[config.mk]
export PLATFORM = sky130hd
export DESIGN_NAME = integer_to_ascii_formatter
export DESIGN_NICKNAME = d
export VERILOG_FILES = /design/src/sv/itoa_pkg.sv /design/src/sv/itoa_digits.sv /design/src/sv/integer_to_ascii_formatter.sv
export SDC_FILE = /design/constraint.sdc
export NUM_CORES = 1
export LEC_CHECK = 0
export BUFFER_PORTS_ARGS = -buffer_cell sky130_fd_sc_hd__buf_2
export CORE_ASPECT_RATIO = 1.75
export CORE_MARGIN = 8
export CORE_UTILIZATION = 55
export CTS_CLUSTER_DIAMETER = 40
export DETAILED_ROUTE_END_ITERATION = 6
export GPL_TIMING_DRIVEN = 0
export PLACE_DENSITY = 0.8
export SLEW_MARGIN = 40
export SYNTH_ARGS = -nofsm -noshare
export SYNTH_HDL_FRONTEND = slang
export SYNTH_SLANG_ARGS = --single-unit
[constraint.sdc]
create_clock -name clk -period 3.9 [get_ports clk]
set_clock_uncertainty 0.1 [all_clocks]
set_input_delay 0.78 -clock clk [delete_from_list [all_inputs] [get_ports clk]]
set_output_delay 0.78 -clock clk [all_outputs]
set_load 0.005 [all_outputs]
[src/sv/itoa_pkg.sv]
package itoa_pkg;

  // default sizes
  localparam int VALUE_WIDTH_DEF = 32;
  localparam int PAD_DIGITS_DEF  = 8;

  // field widths
  localparam int ACTION_W = 3;
  localparam int CHAR_W   = 7;
  localparam int DIGIT_W  = 4;

  // format codes carried in the input tuser
  typedef enum logic [ACTION_W-1:0] {
    ACT_HEX_LOWER     = 3'd0,
    ACT_HEX_LOWER_PAD = 3'd1,
    ACT_HEX_UPPER     = 3'd2,
    ACT_HEX_UPPER_PAD = 3'd3,
    ACT_DEC           = 3'd4
  } action_t;

  // sequencer states
  typedef enum logic [1:0] {
    ST_IDLE,
    ST_CONV,
    ST_STRIP,
    ST_EMIT
  } state_t;

  // commands to the digit register
  typedef struct packed {
    logic load_hex;
    logic load_dec;
    logic step;
  } digit_cmd_t;

  // ascii anchors
  localparam logic [CHAR_W-1:0] CH_ZERO    = 7'h30;
  localparam logic [CHAR_W-1:0] CH_UPPER_A = 7'h41;
  localparam logic [CHAR_W-1:0] CH_LOWER_A = 7'h61;
  localparam logic [CHAR_W-1:0] CH_TEN     = 7'd10;

  // one digit (0 to 15) to its ascii code
  function automatic logic [CHAR_W-1:0] digit_char(input logic [DIGIT_W-1:0] d,
                                                   input logic upper);
    logic [CHAR_W-1:0] dx;
    dx = {{(CHAR_W-DIGIT_W){1'b0}}, d};
    if (dx < CH_TEN) begin
      digit_char = CH_ZERO + dx;
    end else if (upper) begin
      digit_char = CH_UPPER_A + dx - CH_TEN;
    end else begin
      digit_char = CH_LOWER_A + dx - CH_TEN;
    end
  endfunction

endpackage

[src/sv/itoa_digits.sv]
module itoa_digits #(
  parameter int VALUE_WIDTH = itoa_pkg::VALUE_WIDTH_DEF,
  parameter int NUM_DIGITS  = 10,
  parameter int IDX_W       = 4
) (
  input  logic                          clk,
  input  itoa_pkg::digit_cmd_t          cmd,
  input  logic [VALUE_WIDTH-1:0]        value,
  input  logic [IDX_W-1:0]              rd_idx,
  output logic [itoa_pkg::DIGIT_W-1:0]  rd_digit
);
  import itoa_pkg::*;

  localparam int DIG_BITS = NUM_DIGITS * DIGIT_W;

  logic [VALUE_WIDTH-1:0]                 bin;
  logic [NUM_DIGITS-1:0][DIGIT_W-1:0]     digits;
  logic [NUM_DIGITS-1:0][DIGIT_W-1:0]     adj;

  // shift-and-add-3 correction, independent per digit
  always_comb begin
    for (int i = 0; i < NUM_DIGITS; i++) begin
      adj[i] = (digits[i] >= 4'd5) ? digits[i] + 4'd3 : digits[i];
    end
  end

  // digit register: hex load, binary load, or one bcd shift step
  always_ff @(posedge clk) begin
    if (cmd.load_hex) begin
      digits <= DIG_BITS'(value);
    end else if (cmd.load_dec) begin
      digits <= '0;
      bin    <= value;
    end else if (cmd.step) begin
      // corrected digits move up one bit, next binary bit enters at the bottom
      digits <= DIG_BITS'({adj, bin[VALUE_WIDTH-1]});
      bin    <= bin << 1;
    end
  end

  // selected digit for strip and emit
  assign rd_digit = digits[rd_idx];

endmodule

[src/sv/integer_to_ascii_formatter.sv]
// Integer to ASCII formatter. Each input beat carries an unsigned value in tdata and a format
// code in tuser (hex lower, hex lower padded to PAD_DIGITS, hex upper, hex upper padded,
// unsigned decimal); the block returns the text one character per output beat, most
// significant first, with tlast on the final character. Unpadded formats drop leading zeros
// but always give at least one digit; unused format codes are taken and produce nothing.
// One number is handled at a time and the input is not ready until its last character has
// been taken. All digits sit in one register of NUM_DIGITS nibbles (NUM_DIGITS is the largest
// of the decimal width, hex width and PAD_DIGITS; 10 at the default sizes). Hex values load
// straight in; decimal runs a shift-and-add-3 unit over each value bit. Leading zeros are
// then dropped one digit per cycle, and characters leave at one per cycle while the output is
// ready.
module integer_to_ascii_formatter #(
  parameter int VALUE_WIDTH = itoa_pkg::VALUE_WIDTH_DEF,
  parameter int PAD_DIGITS  = itoa_pkg::PAD_DIGITS_DEF
) (
  input  logic                               clk,
  input  logic                               rst,
  input  logic                               s_axis_tvalid,
  output logic                               s_axis_tready,
  input  logic [((VALUE_WIDTH+7)/8)*8-1:0]   s_axis_tdata,  // value
  input  logic [itoa_pkg::ACTION_W-1:0]      s_axis_tuser,  // action
  output logic                               m_axis_tvalid,
  input  logic                               m_axis_tready,
  output logic [7:0]                         m_axis_tdata,  // char_code
  output logic                               m_axis_tlast   // last
);
  import itoa_pkg::*;

  localparam int DEC_DIGITS = (VALUE_WIDTH * 1233) / 4096 + 1;
  localparam int HEX_DIGITS = (VALUE_WIDTH + 3) / 4;
  localparam int MAX_DH     = (DEC_DIGITS > HEX_DIGITS) ? DEC_DIGITS : HEX_DIGITS;
  localparam int NUM_DIGITS = (MAX_DH > PAD_DIGITS) ? MAX_DH : PAD_DIGITS;
  localparam int CNT_W      = $clog2(NUM_DIGITS + 1);
  localparam int IDX_W      = $clog2(NUM_DIGITS);
  localparam int BIT_W      = $clog2(VALUE_WIDTH + 1);

  state_t               state, state_next;
  logic [CNT_W-1:0]     n, n_next;
  logic [CNT_W-1:0]     min_digits, min_digits_next;
  logic [BIT_W-1:0]     bitcnt, bitcnt_next;
  logic                 upper, upper_next;
  logic [CNT_W-1:0]     n_dec;
  logic [DIGIT_W-1:0]   cur_digit;
  digit_cmd_t           cmd;
  action_t              action;
  logic                 in_beat;
  logic                 out_beat;
  logic                 strip_more;

  assign action     = action_t'(s_axis_tuser);
  assign in_beat    = s_axis_tvalid && s_axis_tready;
  assign out_beat   = m_axis_tvalid && m_axis_tready;
  assign n_dec      = n - CNT_W'(1);
  assign strip_more = (n > min_digits) && (cur_digit == '0);

  // digit register and shift unit
  itoa_digits #(
    .VALUE_WIDTH (VALUE_WIDTH),
    .NUM_DIGITS  (NUM_DIGITS),
    .IDX_W       (IDX_W)
  ) u_digits (
    .clk      (clk),
    .cmd      (cmd),
    .value    (s_axis_tdata[VALUE_WIDTH-1:0]),
    .rd_idx   (n_dec[IDX_W-1:0]),
    .rd_digit (cur_digit)
  );

  // next state
  always_comb begin
    state_next = state;
    case (state)
      ST_IDLE: begin
        if (in_beat) begin
          if (action == ACT_DEC) begin
            state_next = ST_CONV;
          end else if (action inside {ACT_HEX_LOWER, ACT_HEX_LOWER_PAD,
                                      ACT_HEX_UPPER, ACT_HEX_UPPER_PAD}) begin
            state_next = ST_STRIP;
          end
        end
      end
      ST_CONV: begin
        if (bitcnt == BIT_W'(1)) state_next = ST_STRIP;
      end
      ST_STRIP: begin
        if (!strip_more) state_next = ST_EMIT;
      end
      ST_EMIT: begin
        if (out_beat && n == CNT_W'(1)) state_next = ST_IDLE;
      end
      default: state_next = ST_IDLE;
    endcase
  end

  // outputs
  always_comb begin
    s_axis_tready = 1'b0;
    m_axis_tvalid = 1'b0;
    cmd           = '0;
    case (state)
      ST_IDLE: begin
        s_axis_tready = 1'b1;
        cmd.load_hex  = in_beat && (action inside {ACT_HEX_LOWER, ACT_HEX_LOWER_PAD,
                                                   ACT_HEX_UPPER, ACT_HEX_UPPER_PAD});
        cmd.load_dec  = in_beat && (action == ACT_DEC);
      end
      ST_CONV:  cmd.step      = 1'b1;
      ST_STRIP: ;
      ST_EMIT:  m_axis_tvalid = 1'b1;
      default:  ;
    endcase
  end

  assign m_axis_tdata = {1'b0, digit_char(cur_digit, upper)};
  assign m_axis_tlast = (n == CNT_W'(1));

  // counters and format flags
  always_comb begin
    n_next          = n;
    min_digits_next = min_digits;
    bitcnt_next     = bitcnt;
    upper_next      = upper;
    case (state)
      ST_IDLE: begin
        if (in_beat) begin
          n_next          = CNT_W'(NUM_DIGITS);
          bitcnt_next     = BIT_W'(VALUE_WIDTH);
          upper_next      = (action == ACT_HEX_UPPER) || (action == ACT_HEX_UPPER_PAD);
          min_digits_next = ((action == ACT_HEX_LOWER_PAD) || (action == ACT_HEX_UPPER_PAD))
                            ? CNT_W'(PAD_DIGITS) : CNT_W'(1);
        end
      end
      ST_CONV:  bitcnt_next = bitcnt - BIT_W'(1);
      ST_STRIP: begin
        if (strip_more) n_next = n_dec;
      end
      ST_EMIT: begin
        if (out_beat) n_next = n_dec;
      end
      default: ;
    endcase
  end

  // control registers
  always_ff @(posedge clk) begin
    if (rst) begin
      state      <= ST_IDLE;
      n          <= '0;
      min_digits <= CNT_W'(1);
      bitcnt     <= '0;
      upper      <= 1'b0;
    end else begin
      state      <= state_next;
      n          <= n_next;
      min_digits <= min_digits_next;
      bitcnt     <= bitcnt_next;
      upper      <= upper_next;
    end
  end

endmodule
==> impl_metrics.env, run 1 <==
export IMPL_final_core_util=0.642
export IMPL_coreArea_mm2=0.00947
export IMPL_whs_path_depth=2
export IMPL_grt_pass1_vias=4679
export IMPL_worstSetupPathType="flip-flop to primary output"
export IMPL_ys_warn_count=0
export IMPL_ant_nets=0
export IMPL_holdWs_ns=0.365
export IMPL_final_min_clock_period_ns=3.77
export IMPL_grt_use_met1=0.187
export IMPL_clockBufferDepth=2
export IMPL_place_gp_congestion=0.912
export IMPL_status="completed"
export IMPL_path_cells="buf_6, inv_2, ha_1, clkbuf_4, buf_6, mux4_2, mux2i_1, o22a_2, ha_1, a21o_1, a21oi_1, buf_2"
export IMPL_clk_latency_ns=0.34
export IMPL_drive_gt1_frac=0.134
export IMPL_die_y_um=147
export IMPL_grt_pass1_wl_mm=20.8
export IMPL_seq_area_mm2=0.00238
export IMPL_dr_pass1_iters=5
export IMPL_cts_root_buf="clkbuf_16"
export IMPL_synth_edf_count=64
export IMPL_cts_max_level=3
export IMPL_end_kind="primary output"
export IMPL_port_buffers=46
export IMPL_finalPower_uw=5100
export IMPL_ys_types=59
export IMPL_slew_violations=0
export IMPL_async_flop_share=0
export IMPL_drc_errors=0
export IMPL_min_from="min_digits[3]$_SDFFE_PP0P_"
export IMPL_ctsHoldBuffers=0
export IMPL_io_pins=50
export IMPL_period_share=0.967
export IMPL_clk_pin_slew_ns=0.06
export IMPL_cpMaxStageDelayCell="dfxtp_2"
export IMPL_path_max_fanout=10
export IMPL_initial_utilization=0.567
export IMPL_multi_input_area_mm2=0.00277
export IMPL_p_leak_uw=0.00241
export IMPL_power_density_mw_per_mm2=839
export IMPL_setup_viol=0
export IMPL_post_drt_wl_per_cell_um=16.1
export IMPL_synthCells=594
export IMPL_reg2reg_slack_ns=0.49
export IMPL_vdd_drop_max_uv=596
export IMPL_r2r_cells=7
export IMPL_ys_seq_area_frac=0.444
export IMPL_grt_max_degree=33
export IMPL_tightest_slew_ns=0.795
export IMPL_place_hpwl_mm=9.83
export IMPL_cts_buffers=9
export IMPL_die_w_um=90.7
export IMPL_start_kind="flip-flop"
export IMPL_required_ns=3.02
export IMPL_hold_path_endpoint="min_digits[3]$_SDFFE_PP0P_"
export IMPL_grt_usage=0.192
export IMPL_vias=4445
export IMPL_grt_ovfl_total=0
export IMPL_min_path_type="flip-flop to flip-flop"
export IMPL_cts_sinks=87
export IMPL_tns_ns=0
export IMPL_num_nets_final=726
export IMPL_synth_seq_cells=87
export IMPL_syn_avg_cell_area_um2=9.03
export IMPL_area_delta_synth_final_pct=13.3
export IMPL_max_stage_delay_ns=0.37
export IMPL_use_met3=0.0411
export IMPL_final_fill_count=770
export IMPL_arrival_ns=2.89
export IMPL_cts_tree="done"
export IMPL_viasPerCell=5.69
export IMPL_die_area_mm2=0.0133
export IMPL_drv_cap=0
export IMPL_use_met2=0.359
export IMPL_syn_cell_area_mm2=0.00537
export IMPL_syn_nets=666
export IMPL_max_slew_margin_rel=0.470
export IMPL_top_usage_layer="met2"
export IMPL_regToRegEndpoint="u_digits.digits[28]$_DFFE_PP_"
export IMPL_drt_iter0_drc=175
export IMPL_synth_main_ff_cell="edfxtp_1"
export IMPL_rows=47
export IMPL_r2r_start="state[0]$_SDFFE_PP0P_"
export IMPL_hold_viol=0
export IMPL_diodes=0
export IMPL_max_clock_freq_mhz=265
export IMPL_wirelength_mm=12.6
export IMPL_antenna_found_initial=0
==> synthesized netlist by cell type (all sizes together), types with 2 or more instances <==
master	instances	area share
a211oi	3	0.0051
a21o	2	0.0028
a21oi	46	0.044
a31oi	2	0.0023
and3	2	0.0023
buf	7	0.0079
clkbuf	18	0.013
dfxtp	23	0.086
edfxtp	64	0.36
ha	33	0.077
inv	31	0.022
mux2	3	0.0063
mux2i	19	0.035
mux4	4	0.017
nand2	146	0.10
nand2b	14	0.016
nand3	9	0.0084
nand4	2	0.0023
nand4b	2	0.0044
nor2	35	0.024
nor2b	5	0.0058
nor3	5	0.0047
nor3b	14	0.020
o21a	4	0.0056
o21ai	48	0.045
o22a	2	0.0033
o311ai	2	0.0033
o31ai	9	0.013
o41ai	3	0.0063
or3	2	0.0023
or4	2	0.0035
xnor2	13	0.021
xor2	5	0.0082
==> cells by family after synthesis <==
kind of cell               share of synthesized area
muxes                                         0.0585
adders and majority gates                     0.0770
AOI/OAI and AO/OA                              0.148
DFF                                            0.444
other                                       0.000699
xor gates and xnor gates                      0.0294
and+or+nand+nor                                0.199
buffers and inverters                         0.0429
==> flip-flops by register name, summed over array words and instances, names as in the netlist <==
register,count
u_digits.digits,40
upper,1
state,2
n,4
u_digits.bin,32
bitcnt,6
min_digits,2
==> worst max-delay path, delay by kind of cell (launching register included) <==
family | cells | cell delay (ns)
AOI/OAI and AO/OA | 3 | 0.60
adders and majority gates | 2 | 0.53
buffers and inverters | 5 | 0.72
muxes | 2 | 0.30
DFF | 1 | 0.37
==> through the flow <==
stage	setup WS [ns]	cells	instance area [um2]
6_report	0.129	781	6080
5_1_grt	-0.00729	781	6080
4_1_cts	0.00275	779	6050
3_5_place_dp	0.0762	763	5780
3_3_place_gp	-0.655	762	5750
2_1_floorplan	0.314	594	5370
==> worst max-delay path by stage <==
stage	start	end	slack, ns	cells after the start
4_1_cts	n[0]$_SDFFE_PP0P_	m_axis_tdata[2]	0.003	11
3_5_place_dp	n[0]$_SDFFE_PP0P_	m_axis_tdata[2]	0.08	12
6_report	n[0]$_SDFFE_PP0P_	m_axis_tdata[6]	0.13	12
2_1_floorplan	s_axis_tuser[2]	u_digits.bin[0]$_SDFFCE_PN0P_	0.31	4
5_1_grt	n[0]$_SDFFE_PP0P_	m_axis_tdata[2]	-0.007	12
3_3_place_gp	s_axis_tuser[0]	u_digits.bin[1]$_DFFE_PP_	-0.65	5
==> cell usage in the layout, fill, tap and decap left out, types with 3 or more instances in the layout <==
cell type   synthesis  layout
clkinv_1            1       3
buf_2               4      47
edfxtp_1           64      64
o21a_1              4       3
o21ai_1             4       4
nor2_1             35      35
inv_1              30      30
nand2_1           145     145
clkbuf_16           0       9
dfxtp_1            23      22
mux4_2              4       4
ha_1               33      33
nor2b_1             5       5
xnor2_1            13      13
clkbuf_1           18      19
buf_6               1       3
buf_4               1       3
mux2i_1            19      19
nand3_1             9       9
nor3_1              5       5
mux2_2              3       3
clkinvlp_4          0       4
nor3b_1            14      14
a21oi_1            45      44
xor2_1              5       5
nand2b_1           14      13
o21ai_0            44      44
o31ai_1             9       9
==> cell type report <==
class,instances,area share
clock buffer,10,0.0377
timing repair buffer,49,0.0428
buffer,25,0.0206
multi-input combinational,450,0.456
sequential,87,0.392
inverter,32,0.0198
clock inverter,6,0.00618
tap,122,0.0251
==> power breakdown <==
part / switching (uW) / internal (uW) / leakage, uW
sequential: 317 / 1500 / 0.000792
combinational: 1400 / 1100 / 0.00150
clock: 351 / 427 / 0.000116
total: 2070 / 3030 / 0.00241
==> what timing repair did <==
action	in CTS	in global routing
endpoints found under the hold margin	0	0
endpoints found under the setup margin	5	7
buffers inserted	0	2
resized for setup	4	4
pin swaps	1	2
==> layer usage <==
metal  share of wire  up-vias
met5               0        -
met4           0.037        0
met3           0.043       34
met2            0.53      130
met1            0.38     2090
li1                -     2191
(Power assumes the default switching activity.)
==> run 2: changes to the inputs <==
--- a/config.mk
+++ b/config.mk
@@ -12,7 +12,7 @@
 export CTS_CLUSTER_DIAMETER = 40
 export DETAILED_ROUTE_END_ITERATION = 6
 export GPL_TIMING_DRIVEN = 0
-export PLACE_DENSITY = 0.8
+export PLACE_DENSITY = 0.71
 export SLEW_MARGIN = 40
 export SYNTH_ARGS = -nofsm -noshare
 export SYNTH_HDL_FRONTEND = slang
==> run 2 against run 1 <==
Design area up 0.80%. Sequential power barely moved. Register-to-register slack improved by 0.11 ns. Routed wire length increased by 0.75%. Critical path depth stayed put. Core utilization rose by 0.52 points. Non-clock buffer count grew 1. Final cell count up 0.13%. Largest cell class unchanged. First-iteration DRC count is 46% higher. Count of clock-buffer cells in the layout unchanged. Worst setup slack improved by 0.0010 ns. Sequential share of layout area is 0.27 points lower.
==> impl_metrics.env, run 2 (synthesis results as in run 1) <==
export IMPL_largest_reg_flops=40
export IMPL_path_max_fanout=10
export IMPL_final_min_clock_period_ns=3.77
export IMPL_reg2reg_slack_ns=0.60
export IMPL_power_density_mw_per_mm2=842
export IMPL_layout_common_cells="nand2_1, edfxtp_1, buf_2"
export IMPL_die_area_mm2=0.0133
export IMPL_rows=47
export IMPL_clockBufferDepth=2
export IMPL_setup_viol=0
export IMPL_grt_usage=0.194
export IMPL_reg_top3="u_digits.digits (40), u_digits.bin (32), bitcnt (6)"
export IMPL_final_fill_count=826
export IMPL_vdd_drop_max_uv=464
export IMPL_seq_area_mm2=0.00239
export IMPL_post_drt_wl_per_cell_um=16.2
export IMPL_wirelength_mm=12.7
export IMPL_path_cells="buf_8, inv_2, ha_1, buf_4, buf_8, mux4_2, mux2i_1, o22a_1, ha_2, nand2_1, mux2i_1, buf_2"
export IMPL_cts_buffers=9
export IMPL_port_buffers=46
export IMPL_coreArea_mm2=0.00947
export IMPL_cts_sinks=87
export IMPL_layout_commonest_cell="nand2_1"
export IMPL_tns_ns=0
export IMPL_clk_latency_ns=0.34
export IMPL_die_y_um=147
export IMPL_max_stage_delay_ns=0.37
export IMPL_whs_path_depth=2
export IMPL_vias=4402
export IMPL_dp_cells=764
export IMPL_grt_ovfl_total=0
export IMPL_viasPerCell=5.63
export IMPL_drt_iter0_drc=255
export IMPL_drive_gt1_frac=0.138
export IMPL_r2r_cells=14
export IMPL_area_delta_synth_final_pct=14.2
export IMPL_end_kind="primary output"
export IMPL_place_gp_congestion=0.842
export IMPL_max_slew_margin_rel=0.525
export IMPL_fin_cells=782
export IMPL_place_hpwl_mm=9.85
export IMPL_drv_cap=0
export IMPL_period_share=0.967
export IMPL_grt_pass1_vias=4623
export IMPL_num_nets_final=727
export IMPL_cts_max_level=3
export IMPL_slew_violations=0
export IMPL_grt_max_degree=24
export IMPL_p_leak_uw=0.00243
export IMPL_cpMaxStageDelayCell="dfxtp_4"
export IMPL_hold_viol=0
export IMPL_min_path_type="flip-flop to flip-flop"
export IMPL_regMostFlops="u_digits.digits"
export IMPL_rsz0062_at_grt="false"
export IMPL_diodes=0
export IMPL_clk_pin_slew_ns=0.06
export IMPL_drc_errors=0
export IMPL_start_kind="flip-flop"
export IMPL_dr_pass1_iters=7
export IMPL_cts_root_buf="clkbuf_16"
export IMPL_antenna_found_initial=0
export IMPL_initial_utilization=0.567
export IMPL_required_ns=3.02
export IMPL_status="completed"
export IMPL_io_pins=50
export IMPL_max_clock_freq_mhz=265
export IMPL_worstSetupPathType="flip-flop to primary output"
export IMPL_die_w_um=90.7
export IMPL_arrival_ns=2.89
export IMPL_ant_nets=0
export IMPL_multi_input_area_mm2=0.00277
export IMPL_cts_tree="done"
export IMPL_grt_pass1_wl_mm=21.2
export IMPL_tightest_slew_ns=0.709
[run 2: repair_timing]
item | in CTS | in global routing
gates resized for setup | 4 | 8
cloned | 0 | 0
buffers inserted | 2 | 0
hold buffers | 0 | 0
setup endpoints to repair | 7 | 7
pin swaps | 1 | 2
[run 2: where the power goes]
part	leakage [uW]	switching (uW)	internal [uW]
Combinational	0.00151	1420	1130
Sequential	0.000792	313	1500
Clock	0.000127	362	434
[run 2: final timing paths]
kind,endpoint,from
worst min-delay path,min_digits[3]$_SDFFE_PP0P_,min_digits[3]$_SDFFE_PP0P_
worst max-delay path,m_axis_tdata[2],n[0]$_SDFFE_PP0P_
worst max register to register,state[1]$_SDFFE_PP0P_,n[0]$_SDFFE_PP0P_
worst min register to register,min_digits[3]$_SDFFE_PP0P_,min_digits[3]$_SDFFE_PP0P_
[run 2: final cells by class]
type / count / share of cell area
Multi-Input combinational cell: 450 / 0.453
Sequential cell: 87 / 0.390
Timing Repair Buffer: 50 / 0.0470
Clock buffer: 10 / 0.0374
Tap cell: 122 / 0.0249
Buffer: 25 / 0.0217
Inverter: 32 / 0.0196
Clock inverter: 6 / 0.00735
[run 2: worst max-delay path: cells and delay by family, from the launching register on]
kind | cells | cell delay, ns
adder cells (fa/ha/maj) | 2 | 0.51
flip-flops | 1 | 0.37
AO/OA/AOI/OAI | 1 | 0.26
AND/OR/NAND/NOR | 1 | 0.06
buffers and inverters | 5 | 0.67
multiplexers | 3 | 0.67
[run 2: per-layer routing]
metal | vias to the layer above | track usage | share of wire
met3 | 29 | 0.0298 | 0.034
met2 | 110 | 0.359 | 0.53
li1 | 2196 | - | -
met4 | 0 | 0.0989 | 0.034
met5 | - | 0 | 0
met1 | 2067 | 0.206 | 0.40
[run 2: metrics by stage]
| stage | worst slack [ns] | total power [uW] | hold WS (ns) | cell area [um2] | utilization |
|---|---|---|---|---|---|
| 4_1_cts | 0.00628 | 5150 | 0.364 | 6100 | 0.645 |
| 3_3_place_gp | -0.735 | 4130 | 0.351 | 5750 | 0.607 |
| 3_5_place_dp | 0.0484 | 4300 | 0.356 | 5800 | 0.613 |
| 5_1_grt | 0.0190 | 5550 | 0.376 | 6130 | 0.647 |
| 2_1_floorplan | 0.314 | 3580 | 0.336 | 5370 | - |
| 6_report | 0.130 | 5160 | 0.361 | 6130 | 0.647 |
